--- src/rtl/cbf_pkg.sv ---
// ============================================================================
// cbf_pkg
// Shared types and constants for the cubic Bezier flattener.
// ============================================================================
package cbf_pkg;

    localparam int COORD_W = 24;
    localparam int TOL_W   = 16;
    localparam int PH_W    = 23;
    localparam int POINT_W = 2 * COORD_W;
    localparam int ROW_W   = 4 * POINT_W;

    // reciprocal of three for 24-bit magnitudes: (2^25 + 1) / 3
    localparam logic [23:0] RECIP3 = 24'hAAAAAB;
    localparam int          RECIP3_SHIFT = 25;

    localparam logic [TOL_W-1:0] TOL_RESET = 16'd26;

    localparam logic CFG_TOL = 1'b0;
    localparam logic CFG_PH  = 1'b1;

    localparam logic CMD_MOVE = 1'b0;
    localparam logic CMD_LINE = 1'b1;

    typedef logic [4:0] dp_op_t;
    localparam dp_op_t OP_NONE   = 5'd0;
    localparam dp_op_t OP_LOAD   = 5'd1;
    localparam dp_op_t OP_MID1   = 5'd2;
    localparam dp_op_t OP_MID2   = 5'd3;
    localparam dp_op_t OP_MID3   = 5'd4;
    localparam dp_op_t OP_DIFF   = 5'd5;
    localparam dp_op_t OP_PROD   = 5'd6;
    localparam dp_op_t OP_SUM    = 5'd7;
    localparam dp_op_t OP_ABS    = 5'd8;
    localparam dp_op_t OP_MUL    = 5'd9;
    localparam dp_op_t OP_ACC    = 5'd10;
    localparam dp_op_t OP_PUSH   = 5'd11;
    localparam dp_op_t OP_POP_RD = 5'd12;
    localparam dp_op_t OP_POP_LD = 5'd13;
    localparam dp_op_t OP_ESEL   = 5'd14;
    localparam dp_op_t OP_EMUL   = 5'd15;
    localparam dp_op_t OP_EPUSH  = 5'd16;
    localparam dp_op_t OP_FLUSH  = 5'd17;

    typedef logic [1:0] pt_src_t;
    localparam pt_src_t SRC_P0    = 2'd0;
    localparam pt_src_t SRC_P3    = 2'd1;
    localparam pt_src_t SRC_START = 2'd2;

    typedef struct packed {
        dp_op_t  op;
        pt_src_t src;
    } dp_cmd_t;

    typedef struct packed {
        logic too_far;
        logic push_ok;
        logic flush_ok;
    } dp_stat_t;

endpackage

--- src/rtl/cbf_ctrl.sv ---
// ============================================================================
// cbf_ctrl
// Sequencer: walks the subdivision tree depth-first and drives the datapath.
// ============================================================================
module cbf_ctrl
    import cbf_pkg::*;
#(
    parameter int MAX_DEPTH = 5,
    parameter int IDX_W     = 3
) (
    input  logic             aclk,
    input  logic             aresetn,
    input  logic             s_axis_tvalid,
    output logic             s_axis_tready,
    input  logic             s_axis_tlast,
    input  logic [1:0]       s_axis_tuser,
    output dp_cmd_t          cmd,
    output logic [IDX_W-1:0] stk_idx,
    input  dp_stat_t         stat
);

    localparam int SP_W  = $clog2(MAX_DEPTH + 1);
    localparam int LVL_W = $clog2(MAX_DEPTH + 1);

    localparam logic [4:0] S_IDLE   = 5'd0;
    localparam logic [4:0] S_MID1   = 5'd1;
    localparam logic [4:0] S_MID2   = 5'd2;
    localparam logic [4:0] S_MID3   = 5'd3;
    localparam logic [4:0] S_DIFF   = 5'd4;
    localparam logic [4:0] S_PROD   = 5'd5;
    localparam logic [4:0] S_SUM    = 5'd6;
    localparam logic [4:0] S_ABS    = 5'd7;
    localparam logic [4:0] S_MUL    = 5'd8;
    localparam logic [4:0] S_ACC    = 5'd9;
    localparam logic [4:0] S_CMP    = 5'd10;
    localparam logic [4:0] S_POP    = 5'd11;
    localparam logic [4:0] S_POPLD  = 5'd12;
    localparam logic [4:0] S_ESEL   = 5'd13;
    localparam logic [4:0] S_EMUL   = 5'd14;
    localparam logic [4:0] S_EPUSH  = 5'd15;
    localparam logic [4:0] S_FINISH = 5'd16;

    logic [4:0]      state_reg, state_next;
    logic [4:0]      ret_reg, ret_next;
    pt_src_t         src_reg, src_next;
    logic            close_reg, close_next;
    logic [SP_W-1:0] sp_reg, sp_next;
    logic [LVL_W-1:0] level_reg, level_next;
    logic [LVL_W-1:0] dstk [MAX_DEPTH];
    logic            dstk_we;
    logic [SP_W-1:0] sp_dec;

    assign s_axis_tready = (state_reg == S_IDLE);
    assign sp_dec        = sp_reg - 1'b1;

    always_comb begin
        state_next = state_reg;
        ret_next   = ret_reg;
        src_next   = src_reg;
        close_next = close_reg;
        sp_next    = sp_reg;
        level_next = level_reg;
        dstk_we    = 1'b0;
        cmd.op     = OP_NONE;
        cmd.src    = src_reg;
        stk_idx    = sp_reg[IDX_W-1:0];
        unique case (state_reg)
            S_IDLE: begin
                if (s_axis_tvalid) begin
                    cmd.op     = OP_LOAD;
                    close_next = s_axis_tlast & s_axis_tuser[1];
                    sp_next    = '0;
                    level_next = '0;
                    if (s_axis_tuser[0]) begin
                        src_next   = SRC_P0;
                        ret_next   = S_MID1;
                        state_next = S_ESEL;
                    end else begin
                        state_next = S_MID1;
                    end
                end
            end
            S_MID1: begin cmd.op = OP_MID1; state_next = S_MID2; end
            S_MID2: begin cmd.op = OP_MID2; state_next = S_MID3; end
            S_MID3: begin cmd.op = OP_MID3; state_next = S_DIFF; end
            S_DIFF: begin cmd.op = OP_DIFF; state_next = S_PROD; end
            S_PROD: begin cmd.op = OP_PROD; state_next = S_SUM;  end
            S_SUM:  begin cmd.op = OP_SUM;  state_next = S_ABS;  end
            S_ABS:  begin cmd.op = OP_ABS;  state_next = S_MUL;  end
            S_MUL:  begin cmd.op = OP_MUL;  state_next = S_ACC;  end
            S_ACC:  begin cmd.op = OP_ACC;  state_next = S_CMP;  end
            S_CMP: begin
                if (!stat.too_far) begin
                    src_next   = SRC_P3;
                    ret_next   = S_POP;
                    state_next = S_ESEL;
                end else if (level_reg < LVL_W'(MAX_DEPTH) && sp_reg < SP_W'(MAX_DEPTH)) begin
                    cmd.op     = OP_PUSH;
                    dstk_we    = 1'b1;
                    sp_next    = sp_reg + 1'b1;
                    level_next = level_reg + 1'b1;
                    state_next = S_MID1;
                end else begin
                    state_next = S_POP;
                end
            end
            S_POP: begin
                if (sp_reg == '0) begin
                    if (close_reg) begin
                        src_next   = SRC_START;
                        ret_next   = S_FINISH;
                        state_next = S_ESEL;
                    end else begin
                        state_next = S_FINISH;
                    end
                end else begin
                    cmd.op     = OP_POP_RD;
                    stk_idx    = sp_dec[IDX_W-1:0];
                    sp_next    = sp_dec;
                    level_next = dstk[sp_dec[IDX_W-1:0]];
                    state_next = S_POPLD;
                end
            end
            S_POPLD: begin cmd.op = OP_POP_LD; state_next = S_MID1; end
            S_ESEL:  begin cmd.op = OP_ESEL;   state_next = S_EMUL; end
            S_EMUL:  begin cmd.op = OP_EMUL;   state_next = S_EPUSH; end
            S_EPUSH: begin
                if (stat.push_ok) begin
                    cmd.op     = OP_EPUSH;
                    state_next = ret_reg;
                end
            end
            S_FINISH: begin
                if (stat.flush_ok) begin
                    cmd.op     = OP_FLUSH;
                    state_next = S_IDLE;
                end
            end
            default: state_next = S_IDLE;
        endcase
    end

    always_ff @(posedge aclk) begin
        if (!aresetn) begin
            state_reg <= S_IDLE;
            sp_reg    <= '0;
            level_reg <= '0;
            close_reg <= 1'b0;
            ret_reg   <= S_IDLE;
            src_reg   <= SRC_P0;
        end else begin
            state_reg <= state_next;
            sp_reg    <= sp_next;
            level_reg <= level_next;
            close_reg <= close_next;
            ret_reg   <= ret_next;
            src_reg   <= src_next;
        end
    end

    always_ff @(posedge aclk) begin
        if (dstk_we) begin
            dstk[sp_reg[IDX_W-1:0]] <= level_next;
        end
    end

endmodule

--- config.mk ---
export PLATFORM = sky130hd
export DESIGN_NAME = cbf_ctrl
export DESIGN_NICKNAME = d
export VERILOG_FILES = /design/src/rtl/cbf_pkg.sv /design/src/rtl/cbf_ctrl.sv
export SDC_FILE = /design/constraint.sdc
export NUM_CORES = 1
export LEC_CHECK = 0
export BUFFER_PORTS_ARGS = -buffer_cell sky130_fd_sc_hd__buf_2
export CAP_MARGIN = 20
export CORE_MARGIN = 2
export CORE_UTILIZATION = 30
export CTS_BUF_LIST = sky130_fd_sc_hd__clkbuf_2
export DETAILED_ROUTE_END_ITERATION = 10
export PLACE_DENSITY = 0.44
export SETUP_SLACK_MARGIN = 0.1
export SLEW_MARGIN = 0
export SYNTH_ARGS = -nofsm -noshare
export SYNTH_HDL_FRONTEND = slang
export SYNTH_SLANG_ARGS = --single-unit
--- constraint.sdc ---
create_clock -name aclk -period 2.9 [get_ports aclk]
set_input_delay 0.29 -clock aclk [delete_from_list [all_inputs] [get_ports aclk]]
set_output_delay 0.29 -clock aclk [all_outputs]
set_load 0.05 [all_outputs]
==> summary.txt <==
Synth Area in XOR/XNOR: 0.919%
PortBufs: 19
Critical Path End Type: output port
IO Pins: 20
Unique masters post-synth: 59
Final setup TNS: 0 ns
Synth cell count leaders: 18 x nand2_1, 15 x dfxtp_1, 15 x edfxtp_1, 15 x nor2_1, 11 x a21oi_1
Die width: 83.7 um
First-pass GRT wire length: 8350 um
Post-synthesis simple-gate area fraction: 23.2%
Tcrit/Tclk final: 89.2%
Number of synthesized flops with an enable pin: 15
Buffers & Inverters on Critical Path: 1
DRT iter0 DRCs: 194
Cell chosen for the clock root: clkbuf_2
Critical path arrival: 2.30 ns
Critical path cell sequence: or3b_1, nor2_2, nand3_1, o211ai_1, buf_2
Register Area: 754 sq um
CP max-delay cell: dfxtp_2
Mux share of post-synthesis cell area: 4.59%
Status: finished, final reports clean
Fillcell total: 662
Fmax: 387 MHz
Total congestion overflow: 0
Final core occ: 35.4%
DR WL/cell: 16.4 um
Fin crit period: 2.59 ns
Clock latency on the worst-skew pair: 0.38 ns
HPWL Detailed: 3790 um
P_leak: 0.819 nW
Longest Clk Path Bufs: 2
Max-cap violation count: 0
Hold Vio Cnt, Final: 0
Clock Pin Slew Worst Setup and Hold Paths: 0.19 ns
Worst Max-Slew Pin Slew: 0.539 ns
Final setup vio count: 0
Worst hold path type: input pin to flop
Worst hold slack: 0.177 ns
RD Place Congestion: 0.755
Synth area leader: edfxtp_1
DR pass1 iterations: 4
Placement Setup Slack: 0.456 ns
Critical Path RT: 2.61 ns
Detailed-route via count: 1,627
Share of cells above drive strength 1: 22.3%
RSZ-0062 raised after global routing: true
Largest family of logic cells by synthesized area: compound AO/OA/AOI/OAI gates
Max incr delay on CP: 0.55 ns
Yosys top cell area share: 23.6%
Pwr Density: 628 mW/mm^2
CTS tree: yes
CP Class: flop to output port
Area growth, synth to finish: 15.7%
Pins over their slew limit: 0
Largest net degree at the start of global routing: 19
Synth warn: 0
Clock buffer count from CTS: 5
Full die area: 0.00701 sq mm
Die Ht: 83.7 um
Multi-input logic area: 0.00108 sq mm
Placed inst area: 0.00210 sq mm
Adder-cell area share of the yosys netlist: 2.62%
Startpoint Class: flop
# diodes: 0
Post-synthesis compound-gate area fraction: 24.7%
Initial antenna violation count: 0
Delay-heaviest family, CP: simple AND/OR/NAND/NOR gates
Top-count cell post-synth: nand2_1
Ys async rst share: 0%
Starting density of the core: 30.6%
Clock skew: 0.0251 ns
Vias in the first global route: 1,567
Post-synthesis average cell area: 9.26 sq um
Total Routed Length: 5030 um
Post-DR vias/cell: 5.32
Synth Flop Type: edfxtp_1
Pwr Total: 1.39 mW
Synth Cell Area: 0.00191 sq mm
Max rail drop VDD: 0.327 mV
Post-route insts no fill: 306
FP Rows: 29
Critical Path Fanout Max: 18
Final ANT Viol Nets: 0
H-Tree Level Count: 2
DRC viols: 0
Post-Syn Instances: 206
Area contributors post-synth: edfxtp_1 24%, dfxtp_1 16%, nand2_1 3.5%
Setup WS post-layout: 0.314 ns
Final nets: 241
Placed Cells: 298
Max_slew headroom: 64.1%
Max reg flops: 15
GRT Util Overall: 15.2%
Sink Count: 30
Final Instance Area: 0.00221 sq mm
Core area: 0.00624 sq mm
Number of synthesized register bits: 30
Mapped Nets: 219
Sequential fraction of the synthesis area: 39.4%
==> power by group <==
group	switching [mW]	total (mW)	leakage (nW)	internal, mW
Combinational	0.314	0.485	0.507	0.172
Clock	0.159	0.389	0.0506	0.230
Sequential	0.0498	0.513	0.262	0.463
==> final cells by class <==
type                            count  area share, %
Inverter                            5          0.850
Clock inverter                      3           2.89
Multi-Input combinational cell    157           48.9
Clock buffer                        5           1.13
Timing Repair Buffer               29           7.71
Tap cell                           77           4.37
Sequential cell                    30           34.2
==> routing by layer <==
metal / share of wire [%] / GRT usage (%) / wire [um]
met1: 52 / 22.7 / 2600
met3: 3.4 / 3.46 / 170
met4: 1.1 / 4.40 / 57
met5: 0 / 0 / 0
met2: 44 / 21.9 / 2200
==> what timing repair did <==
item	in CTS	in global routing
resized for setup	1	5
setup endpoints to repair	3	5
hold buffers	0	0
setup buffers	0	0
==> worst reg2reg max path, cell delays in order (launching register included) <==
cell	delay, ns
dfxtp_1	0.51
inv_1	0.15
ha_1	0.44
mux4_2	0.32
or3_1	0.32
nand3_1	0.11
nand3_1	0.18
==> kinds of logic after synthesis <==
| group | Yosys count |
|---|---|
| mux | 5 |
| simple gates | 82 |
| flops | 30 |
| fa+ha+maj | 4 |
| compound gates | 64 |
| buf+inv | 19 |
| xor+xnor | 2 |
==> layout by cell type (no fill, tap or decap), types with 3 or more instances in the layout <==
cell,instances
a21oi_1,11
buf_2,19
buf_4,10
clkbuf_2,5
dfxtp_1,12
dfxtp_2,3
edfxtp_1,15
ha_1,4
inv_1,5
mux4_2,3
nand2_1,18
nand2b_1,9
nand3_1,7
nand4_1,4
nor2_1,14
nor2b_1,3
nor3_1,4
nor4_1,4
o211ai_1,3
o21a_1,5
o21ai_0,9
o21ai_1,7
o2bb2ai_1,4
or3_1,3
==> worst paths after layout <==
| check | start | endpoint | slack [ns] | cells past startpoint |
|---|---|---|---|---|
| hold / removal | aresetn | state_reg[0] | 0.18 | 2 |
| setup reg to reg | sp_reg[1] | dstk[3][1] | 0.61 | 6 |
| hold reg to reg | ret_reg[4] | ret_reg[4] | 0.52 | 2 |
| setup / recovery | state_reg[3] | cmd[2] | 0.31 | 5 |
(Power assumes the default switching activity.)
